==> config.mk <==
export PLATFORM = sky130hd
export DESIGN_NAME = bitmap_block_allocator
export DESIGN_NICKNAME = d
export VERILOG_FILES = /design/src/rtl/bba_pkg.sv /design/src/rtl/bitmap_block_allocator.sv /design/src/rtl/bba_map_ram.sv /design/src/rtl/bba_word_unit.sv
export SDC_FILE = /design/constraint.sdc
export NUM_CORES = 2
export LEC_CHECK = 0
export BUFFER_PORTS_ARGS = -buffer_cell sky130_fd_sc_hd__buf_2
export CELL_PAD_IN_SITES_DETAIL_PLACEMENT = 0
export CELL_PAD_IN_SITES_GLOBAL_PLACEMENT = 1
export CORE_MARGIN = 4
export CORE_UTILIZATION = 35
export DETAILED_ROUTE_END_ITERATION = 8
export PLACE_DENSITY_LB_ADDON = 0.15
export SETUP_SLACK_MARGIN = 0.15
export SYNTH_ARGS = -nofsm -noshare
export SYNTH_HDL_FRONTEND = slang
export SYNTH_SLANG_ARGS = --single-unit
==> constraint.sdc <==
create_clock -name clk -period 29.1 [get_ports clk]
set_input_delay 2.91 -clock clk [delete_from_list [all_inputs] [get_ports clk]]
set_output_delay 2.91 -clock clk [all_outputs]
set_load 0.02 [all_outputs]
==> src/rtl/bba_pkg.sv <==
`default_nettype none

package bba_pkg;

    localparam int CFG_W     = 13;
    localparam int CFG_AW    = 1;
    localparam int REQ_W     = 2;
    localparam int IDX_W     = 12;
    localparam int CNT_W     = 13;
    localparam int DIN_W     = 16;
    localparam int DOUT_W    = 32;
    localparam int OUT_PAD_W = DOUT_W - (1 + IDX_W + 1 + CNT_W);
    localparam int IN_PAD_W  = DIN_W - IDX_W;

    localparam logic [CNT_W-1:0] COUNT_MAX = 13'h1FFF;

    localparam logic [CFG_AW-1:0] REG_TOTAL_BLOCKS = 1'd0;
    localparam logic [CFG_AW-1:0] REG_META_BLOCKS  = 1'd1;

    localparam logic [CFG_W-1:0] TOTAL_BLOCKS_RST = 13'd4096;
    localparam logic [CFG_W-1:0] META_BLOCKS_RST  = 13'd0;

    typedef enum logic [REQ_W-1:0] {
        REQ_FORMAT  = 2'd0,
        REQ_RESERVE = 2'd1,
        REQ_FREE    = 2'd2,
        REQ_QUERY   = 2'd3
    } req_t;

    typedef enum logic [2:0] {
        ST_CLEAR,
        ST_IDLE,
        ST_FMT,
        ST_SCAN,
        ST_LOCATE,
        ST_MODIFY,
        ST_RESP
    } state_t;

endpackage

`default_nettype wire

==> src/rtl/bitmap_block_allocator.sv <==
// Format rewrites every map word in turn; reserve scans the map words in order for
// a clear bit; free and query step to the word that holds the block and read it.
// One request at a time; the next transfer in is taken once the result is loaded,
// and a result held by the receiver holds off the input as well.
// Reset: async active low; clears control state, then a clearing pass over all
// MAP_WORDS map words (64 by default) zeroes the map before the first request.
`default_nettype none

module bitmap_block_allocator #(
    parameter int MAX_BLOCKS    = 4096,
    parameter int MAP_WORD_BITS = 64
) (
    input  logic                             clk,
    input  logic                             rst_n,
    // req_type[1:0]
    input  logic [bba_pkg::REQ_W-1:0]        s_axis_tuser,
    // block_index[11:0]
    input  logic [bba_pkg::DIN_W-1:0]        s_axis_tdata,
    input  logic                             s_axis_tvalid,
    output logic                             s_axis_tready,
    // status[0], result_block[12:1], block_busy[13], free_count[26:14]
    output logic [bba_pkg::DOUT_W-1:0]       m_axis_tdata,
    output logic                             m_axis_tvalid,
    input  logic                             m_axis_tready,
    input  logic                             cfg_wr_en,
    input  logic [bba_pkg::CFG_AW-1:0]       cfg_addr,
    input  logic [bba_pkg::CFG_W-1:0]        cfg_wdata
);

    localparam int WB        = MAP_WORD_BITS;
    localparam int MAP_WORDS = (MAX_BLOCKS + WB - 1) / WB;
    localparam int AW        = (MAP_WORDS > 1) ? $clog2(MAP_WORDS) : 1;
    localparam int BIT_W     = $clog2(WB);
    localparam int MAX_W     = $clog2(MAX_BLOCKS + 1);
    localparam int CMP_W     = (MAX_W > bba_pkg::CFG_W) ? MAX_W : bba_pkg::CFG_W;
    localparam int BASE_W    = CMP_W + 1;
    localparam int IDX_W     = bba_pkg::IDX_W;
    localparam int CNT_W     = bba_pkg::CNT_W;

    localparam logic [BASE_W-1:0] WB_STEP   = BASE_W'(WB);
    localparam logic [BASE_W-1:0] MAX_EXT   = BASE_W'(MAX_BLOCKS);
    localparam logic [AW-1:0]     LAST_WORD = AW'(MAP_WORDS - 1);

    bba_pkg::state_t state_reg, state_next;
    bba_pkg::req_t   req_reg, req_next;
    bba_pkg::req_t   in_req;

    logic [bba_pkg::CFG_W-1:0] total_blocks_reg, meta_blocks_reg;
    logic [AW-1:0]             word_reg, word_next;
    logic [BASE_W-1:0]         base_reg, base_next;
    logic                      chk_vld_reg, chk_vld_next;
    logic [AW-1:0]             chk_word_reg, chk_word_next;
    logic [BASE_W-1:0]         chk_base_reg, chk_base_next;
    logic [IDX_W-1:0]          idx_reg, idx_next;
    logic [CNT_W-1:0]          free_blocks_reg, free_blocks_next;
    logic                      res_status_reg, res_status_next;
    logic [IDX_W-1:0]          res_block_reg, res_block_next;
    logic                      res_busy_reg, res_busy_next;
    logic                      out_valid_reg, out_valid_next;
    logic [bba_pkg::DOUT_W-1:0] out_data_reg, out_data_next;

    logic [BASE_W-1:0] tot, meta_eff, free_ext, idx_ext, in_idx_ext, cand, fill_limit;
    logic [IDX_W-1:0]  in_idx;
    logic              s_fire, issue, scan_hit;

    logic              mem_we, mem_re;
    logic [AW-1:0]     mem_waddr, mem_raddr;
    logic [WB-1:0]     mem_wdata, mem_rdata;

    logic              zero_found, bit_val;
    logic [BIT_W-1:0]  zero_pos, bit_sel;
    logic [WB-1:0]     set_word, clr_word, fill_word;

    assign tot      = (BASE_W'(total_blocks_reg) > MAX_EXT) ? MAX_EXT
                                                           : BASE_W'(total_blocks_reg);
    assign meta_eff = (BASE_W'(meta_blocks_reg) > tot) ? tot : BASE_W'(meta_blocks_reg);
    assign free_ext = BASE_W'(free_blocks_reg);
    assign idx_ext  = BASE_W'(idx_reg);

    assign in_req     = bba_pkg::req_t'(s_axis_tuser);
    assign in_idx     = s_axis_tdata[IDX_W-1:0];
    assign in_idx_ext = BASE_W'(in_idx);

    assign s_axis_tready = (state_reg == bba_pkg::ST_IDLE);
    assign s_fire        = s_axis_tvalid && s_axis_tready;

    assign bit_sel    = BIT_W'(idx_ext - base_reg);
    assign fill_limit = (state_reg == bba_pkg::ST_CLEAR) ? '0 : meta_eff;
    assign issue      = base_reg < tot;
    assign cand       = chk_base_reg + BASE_W'(zero_pos);
    assign scan_hit   = chk_vld_reg && zero_found && (cand < tot);

    bba_map_ram #(
        .DEPTH (MAP_WORDS),
        .WIDTH (WB),
        .AW    (AW)
    ) u_map_ram (
        .clk   (clk),
        .we    (mem_we),
        .waddr (mem_waddr),
        .wdata (mem_wdata),
        .re    (mem_re),
        .raddr (mem_raddr),
        .rdata (mem_rdata)
    );

    bba_word_unit #(
        .WB     (WB),
        .BIT_W  (BIT_W),
        .BASE_W (BASE_W)
    ) u_word_unit (
        .word_in    (mem_rdata),
        .bit_sel    (bit_sel),
        .fill_base  (base_reg),
        .fill_limit (fill_limit),
        .zero_found (zero_found),
        .zero_pos   (zero_pos),
        .set_word   (set_word),
        .clr_word   (clr_word),
        .bit_val    (bit_val),
        .fill_word  (fill_word)
    );

    always_ff @(posedge clk or negedge rst_n)
    begin
        if (!rst_n)
        begin
            total_blocks_reg <= bba_pkg::TOTAL_BLOCKS_RST;
            meta_blocks_reg  <= bba_pkg::META_BLOCKS_RST;
        end
        else if (cfg_wr_en)
        begin
            unique case (cfg_addr)
                bba_pkg::REG_TOTAL_BLOCKS: total_blocks_reg <= cfg_wdata;
                bba_pkg::REG_META_BLOCKS:  meta_blocks_reg  <= cfg_wdata;
            endcase
        end
    end

    always_ff @(posedge clk or negedge rst_n)
    begin
        if (!rst_n)
        begin
            state_reg       <= bba_pkg::ST_CLEAR;
            word_reg        <= '0;
            base_reg        <= '0;
            chk_vld_reg     <= 1'b0;
            free_blocks_reg <= '0;
            out_valid_reg   <= 1'b0;
        end
        else
        begin
            state_reg       <= state_next;
            word_reg        <= word_next;
            base_reg        <= base_next;
            chk_vld_reg     <= chk_vld_next;
            free_blocks_reg <= free_blocks_next;
            out_valid_reg   <= out_valid_next;
        end
    end

    always_ff @(posedge clk)
    begin
        req_reg        <= req_next;
        idx_reg        <= idx_next;
        chk_word_reg   <= chk_word_next;
        chk_base_reg   <= chk_base_next;
        res_status_reg <= res_status_next;
        res_block_reg  <= res_block_next;
        res_busy_reg   <= res_busy_next;
        out_data_reg   <= out_data_next;
    end

    always_comb
    begin
        state_next       = state_reg;
        req_next         = req_reg;
        idx_next         = idx_reg;
        word_next        = word_reg;
        base_next        = base_reg;
        chk_vld_next     = chk_vld_reg;
        chk_word_next    = chk_word_reg;
        chk_base_next    = chk_base_reg;
        free_blocks_next = free_blocks_reg;
        res_status_next  = res_status_reg;
        res_block_next   = res_block_reg;
        res_busy_next    = res_busy_reg;
        out_valid_next   = out_valid_reg && !m_axis_tready;
        out_data_next    = out_data_reg;
        mem_we           = 1'b0;
        mem_waddr        = word_reg;
        mem_wdata        = fill_word;
        mem_re           = 1'b0;
        mem_raddr        = word_reg;

        unique case (state_reg)
            bba_pkg::ST_CLEAR, bba_pkg::ST_FMT:
            begin
                mem_we = 1'b1;
                if (word_reg == LAST_WORD)
                begin
                    word_next = '0;
                    base_next = '0;
                    if (state_reg == bba_pkg::ST_CLEAR)
                    begin
                        state_next = bba_pkg::ST_IDLE;
                    end
                    else
                    begin
                        free_blocks_next = CNT_W'(tot - meta_eff);
                        state_next       = bba_pkg::ST_RESP;
                    end
                end
                else
                begin
                    word_next = word_reg + 1'b1;
                    base_next = base_reg + WB_STEP;
                end
            end

            bba_pkg::ST_IDLE:
            begin
                if (s_fire)
                begin
                    req_next        = in_req;
                    idx_next        = in_idx;
                    word_next       = '0;
                    base_next       = '0;
                    chk_vld_next    = 1'b0;
                    res_status_next = 1'b0;
                    res_block_next  = '0;
                    res_busy_next   = 1'b0;
                    unique case (in_req)
                        bba_pkg::REQ_FORMAT:
                        begin
                            state_next = bba_pkg::ST_FMT;
                        end
                        bba_pkg::REQ_RESERVE:
                        begin
                            if (free_blocks_reg == '0)
                            begin
                                res_status_next = 1'b1;
                                state_next      = bba_pkg::ST_RESP;
                            end
                            else
                            begin
                                state_next = bba_pkg::ST_SCAN;
                            end
                        end
                        bba_pkg::REQ_FREE:
                        begin
                            res_block_next = in_idx;
                            if (in_idx_ext >= tot)
                            begin
                                res_status_next = 1'b1;
                                state_next      = bba_pkg::ST_RESP;
                            end
                            else if (free_ext == tot)
                            begin
                                state_next = bba_pkg::ST_RESP;
                            end
                            else
                            begin
                                state_next = bba_pkg::ST_LOCATE;
                            end
                        end
                        bba_pkg::REQ_QUERY:
                        begin
                            res_block_next = in_idx;
                            if (in_idx_ext >= tot)
                            begin
                                res_status_next = 1'b1;
                                state_next      = bba_pkg::ST_RESP;
                            end
                            else
                            begin
                                state_next = bba_pkg::ST_LOCATE;
                            end
                        end
                    endcase
                end
            end

            bba_pkg::ST_SCAN:
            begin
                mem_re        = issue;
                chk_vld_next  = issue;
                chk_word_next = word_reg;
                chk_base_next = base_reg;
                if (issue)
                begin
                    word_next = word_reg + 1'b1;
                    base_next = base_reg + WB_STEP;
                end
                if (scan_hit)
                begin
                    mem_we           = 1'b1;
                    mem_waddr        = chk_word_reg;
                    mem_wdata        = set_word;
                    free_blocks_next = free_blocks_reg - 1'b1;
                    res_block_next   = IDX_W'(cand);
                    state_next       = bba_pkg::ST_RESP;
                end
                else if ((chk_vld_reg && zero_found) || (!chk_vld_reg && !issue))
                begin
                    res_status_next = 1'b1;
                    state_next      = bba_pkg::ST_RESP;
                end
            end

            bba_pkg::ST_LOCATE:
            begin
                if (idx_ext < base_reg + WB_STEP)
                begin
                    mem_re     = 1'b1;
                    state_next = bba_pkg::ST_MODIFY;
                end
                else
                begin
                    word_next = word_reg + 1'b1;
                    base_next = base_reg + WB_STEP;
                end
            end

            bba_pkg::ST_MODIFY:
            begin
                if (req_reg == bba_pkg::REQ_QUERY)
                begin
                    res_busy_next = bit_val;
                end
                else
                begin
                    mem_we    = 1'b1;
                    mem_wdata = clr_word;
                    if (free_blocks_reg != bba_pkg::COUNT_MAX)
                    begin
                        free_blocks_next = free_blocks_reg + 1'b1;
                    end
                end
                state_next = bba_pkg::ST_RESP;
            end

            bba_pkg::ST_RESP:
            begin
                if (!out_valid_reg || m_axis_tready)
                begin
                    out_valid_next = 1'b1;
                    out_data_next  = {{bba_pkg::OUT_PAD_W{1'b0}}, free_blocks_reg,
                                      res_busy_reg, res_block_reg, res_status_reg};
                    state_next     = bba_pkg::ST_IDLE;
                end
            end

            default:
            begin
                state_next = bba_pkg::ST_IDLE;
            end
        endcase
    end

    assign m_axis_tvalid = out_valid_reg;
    assign m_axis_tdata  = out_data_reg;

    a_fmt_walk: assert property (@(posedge clk) disable iff (!rst_n)
        (s_fire && in_req == bba_pkg::REQ_FORMAT) |=> state_reg == bba_pkg::ST_FMT)
        else $error("format did not start the map walk");

    a_idle_no_write: assert property (@(posedge clk) disable iff (!rst_n)
        (state_reg == bba_pkg::ST_IDLE) |-> !mem_we)
        else $error("map written while idle");

    a_hit_count: assert property (@(posedge clk) disable iff (!rst_n)
        (state_reg == bba_pkg::ST_SCAN && scan_hit)
            |=> free_blocks_reg == $past(free_blocks_reg) - 1'b1)
        else $error("reserve did not decrement the free count");

    a_load_from_resp: assert property (@(posedge clk) disable iff (!rst_n)
        $rose(out_valid_reg) |-> $past(state_reg) == bba_pkg::ST_RESP)
        else $error("result loaded outside the response step");

    a_scan_range: assert property (@(posedge clk) disable iff (!rst_n)
        (state_reg == bba_pkg::ST_SCAN && mem_re) |-> base_reg < tot)
        else $error("scan read past the active block range");

endmodule

`default_nettype wire

==> src/rtl/bba_map_ram.sv <==
`default_nettype none

module bba_map_ram #(
    parameter int DEPTH = 64,
    parameter int WIDTH = 64,
    parameter int AW    = 6
) (
    input  logic             clk,
    input  logic             we,
    input  logic [AW-1:0]    waddr,
    input  logic [WIDTH-1:0] wdata,
    input  logic             re,
    input  logic [AW-1:0]    raddr,
    output logic [WIDTH-1:0] rdata
);

    logic [WIDTH-1:0] mem [DEPTH];
    logic [WIDTH-1:0] rdata_reg;

    always_ff @(posedge clk)
    begin
        if (we)
        begin
            mem[waddr] <= wdata;
        end
    end

    always_ff @(posedge clk)
    begin
        if (re)
        begin
            rdata_reg <= mem[raddr];
        end
    end

    assign rdata = rdata_reg;

endmodule

`default_nettype wire

==> src/rtl/bba_word_unit.sv <==
`default_nettype none

module bba_word_unit #(
    parameter int WB     = 64,
    parameter int BIT_W  = 6,
    parameter int BASE_W = 14
) (
    input  logic [WB-1:0]     word_in,
    input  logic [BIT_W-1:0]  bit_sel,
    input  logic [BASE_W-1:0] fill_base,
    input  logic [BASE_W-1:0] fill_limit,
    output logic              zero_found,
    output logic [BIT_W-1:0]  zero_pos,
    output logic [WB-1:0]     set_word,
    output logic [WB-1:0]     clr_word,
    output logic              bit_val,
    output logic [WB-1:0]     fill_word
);

    logic [BASE_W-1:0] diff;
    logic              above;

    // lowest clear bit
    always_comb
    begin
        zero_found = 1'b0;
        zero_pos   = '0;
        for (int i = WB - 1; i >= 0; i--)
        begin
            if (!word_in[i])
            begin
                zero_found = 1'b1;
                zero_pos   = BIT_W'(i);
            end
        end
    end

    assign set_word = word_in | (WB'(1) << zero_pos);
    assign clr_word = word_in & ~(WB'(1) << bit_sel);
    assign bit_val  = word_in[bit_sel];

    // ones for every bit below the fill limit
    assign above = fill_limit > fill_base;
    assign diff  = fill_limit - fill_base;

    always_comb
    begin
        for (int i = 0; i < WB; i++)
        begin
            fill_word[i] = above && (BASE_W'(i) < diff);
        end
    end

endmodule

`default_nettype wire

==> results.py <==
metrics = {
    "run_status": {
        "status": "complete, no violations",
    },
    "place": {
        "gp_congestion": 0.895,
        "portBuffers": 61,
        "placed_cell_area_um2": 180000,
        "dp_cells": 13800,
        "dp_hpwl_um": 290000,
    },
    "cts": {
        "cts_tree": "done",
        "clock-sinks": 4287,
        "cts.htree.levels": 5,
        "numCtsBuffers": 454,
        "max-clock-path-buffers": 4,
        "clk_latency_ns": 1.07,
        "cts_hold_buf": 0,
        "post_cts_buffers": 0,
        "post_cts_resized": 0,
        "path_clk_slew_ns": 0.06,
        "cts_root_buf": "clkbuf_16",
    },
    "sta": {
        "finalHoldViolations": 0,
        "tightestPinTransition_ns": 1.32,
        "max_freq_ghz": 0.104,
        "fin_tns_setup_ns": 0,
        "post-route-min-period_ns": 9.60,
        "maxSlewViolCount": 0,
        "grt_setup_unrepaired": "no",
        "setup_violations": 0,
        "finClkSkew_ns": 0.114,
        "slew_headroom_pct": 12.3,
        "finalCritPeriodShare_pct": 33.0,
    },
    "setup_path": {
        "endpoint_kind": "flop",
        "cp_top_family": "simple AND/OR/NAND/NOR gates",
        "setup.worst_path.class": "reg2reg",
        "cp_max_fo": 64,
        "slowest_delay_ns": 1.03,
        "cpMostUsedCell": "nor2_1",
        "crit_buf_inv": 1,
        "cp-start-kind": "flop",
        "critPathSlowestCell": "or4_1",
        "critical_path.cell_chain": "or4_1, o41ai_2, nand2_1, ha_1, a2111oi_0, nand3_1, o21a_1, nand2_2, mux2i_1, nor2_1, ha_1, o21a_1, nor2_1, o21ai_1, mux2i_1, nor4_1, nor3b_1, nand4_1, or4_1, nor2_1, o22ai_4, buf_4",
        "worstPathRequired_ns": 29.70,
        "arrival_ns": 10.20,
    },
    "detailed_routing": {
        "dr_wl_met2_um": 261000,
        "drt_pass1_iterations": 5,
        "top_layer_used": "met4",
        "wl_met3_um": 31100,
        "wl_per_cell_um": 36.9,
        "avgViaCountPerCell": 5.72,
        "ant_nets": 0,
        "via_count": 84000,
        "drt_iter0_markers": 9679,
        "met1_length_um": 234000,
        "drc": 0,
        "routed_wl_um": 542000,
    },
    "yosys": {
        "ys_seq_elements": 4287,
        "synth_cell_types": 98,
        "ys.flop_type": "edfxtp_1",
        "synth_edf_count": 4229,
        "syn_avg_cell_area_um2": 22.8,
        "yosysSeqAreaShare_pct": 75.9,
        "postSynthCellCount": 7442,
        "synth_top_area_share_pct": 75.0,
        "synthTopCellsByCount": "edfxtp_1, mux4_2, clkbuf_1, nor2_1, a21oi_1",
        "synth.most_common_cell": "edfxtp_1",
        "yosys_warnings": 0,
        "synthTopCellsByArea": "edfxtp_1, mux4_2, dfrtp_1",
        "async_flop_share_pct": 1.35,
        "netlist_area_um2": 169000,
        "yosysTopAreaCell": "edfxtp_1",
    },
    "finish": {
        "fin_cells": 14700,
        "final_nets": 8004,
        "utilization_pct": 40.3,
        "final_layout_size_suffix_gt1_share_pct": 30.8,
        "area_growth_pct": 14.6,
        "largest_register_ffs": 4096,
        "post-route-cell-area_um2": 194000,
    },
    "floorplanning": {
        "ioPinCount": 71,
        "core_region_area_um2": 482000,
        "die_h_um": 704,
        "start_util_pct": 35.1,
        "die_w_um": 704,
        "num_rows": 255,
        "fp.dieArea_um2": 495000,
    },
    "global_routing": {
        "grt_usage_pct": 21.7,
        "grt_pass1_wl_um": 737000,
        "grt-ovfl-total": 0,
        "grt_pass1_vias": 84900,
        "antenna_found_initial": 30,
        "grt_max_degree": 121,
    },
    "job": {
        "cap_violations": 0,
    },
    "power_and_ir_drop": {
        "leakage_nw": 54.1,
        "power_density_nw_per_um2": 78.7,
        "vdd_ir_drop_max_mv": 0.0630,
        "total_power_w": 0.0153,
    },
    "min_path": {
        "hold_class": "reg2reg",
    },
}
==> through the flow <==
step | hold WS, ns | setup slack, ns
floorplan | 0.400 | 18.88
global placement | 0.419 | 19.70
detailed placement | 0.407 | 19.75
CTS | 0.429 | 19.64
global route | 0.433 | 19.16
finish | 0.424 | 19.50
==> layout by cell type, fill, tap and decap left out, types with 40 or more instances in the layout <==
cell,instances
edfxtp_1,4229
mux4_2,1362
clkbuf_16,457
buf_4,280
a21oi_1,163
nor2_1,155
nand2_1,139
clkinv_1,116
o21ai_0,112
clkbuf_1,99
ha_1,87
clkinv_2,77
inv_1,62
nand3_1,62
buf_2,61
dfrtp_1,51
nor3_1,40
==> layer usage <==
layer,vias up,track usage [%]
met5,-,0
met4,0,5.68
met3,707,2.90
met2,2964,35.3
met1,47400,30.8
li1,32900,-
==> path summary, 6_finish.rpt <==
path	start	endpoint	slack [ns]	cells past startpoint
min in group asynchronous	rst_n	free_blocks_reg[8]$_DFFE_PN0P_	2.06	2
max	total_blocks_reg[5]$_DFFE_PN0P_	u_map_ram.mem[30][22]$_DFFE_PP_	19.50	22
min reg2reg	res_block_reg[9]$_DFFE_PP_	m_axis_tdata[10]$_DFFE_PP_	0.42	0
max in group asynchronous	rst_n	mem_raddr[5]$_DFFE_PN0P_	26.30	2
min	res_block_reg[9]$_DFFE_PP_	m_axis_tdata[10]$_DFFE_PP_	0.42	0
max reg2reg	total_blocks_reg[5]$_DFFE_PN0P_	u_map_ram.mem[30][22]$_DFFE_PP_	19.50	22
==> cell type report <==
class,instances,area [um^2]
antenna,9,22.5
clock inverter,266,2390
sequential,4287,128000
timing repair buffer,361,2810
multi-input combinational,2712,40200
clock buffer,560,11900
tap,6425,8040
inverter,62,233
fill,42400,288000
==> kinds of logic after synthesis <==
kind of cell	Yosys count	share of synthesized area (%)
AOI/OAI and AO/OA	487	1.80
xor gates and xnor gates	51	0.264
adders and majority gates	89	0.667
buffers and inverters	451	1.03
DFF	4287	75.9
muxes	1406	18.4
other	2	0.00444
and+or+nand+nor	669	1.97
==> worst register-to-register path: cells and delay by family (launching register included) <==
family,cells,cell delay [ns]
simple gates,11,4.89
compound gates,6,2.07
fa+ha+maj,2,0.80
mux,2,0.58
flops,1,0.38
buf+inv,1,0.29
==> report_power, final <==
| part | internal, W | total [W] | leakage [nW] | switching (W) |
|---|---|---|---|---|
| clock network | 0.00314 | 0.00558 | 6.92 | 0.00244 |
| logic | 0.000237 | 0.00168 | 11.5 | 0.00145 |
| registers | 0.00800 | 0.00801 | 35.6 | 0.0000124 |
| total | 0.0114 | 0.0153 | 54.1 | 0.00390 |
No activity file was read; power rests on OpenSTA's default activity.
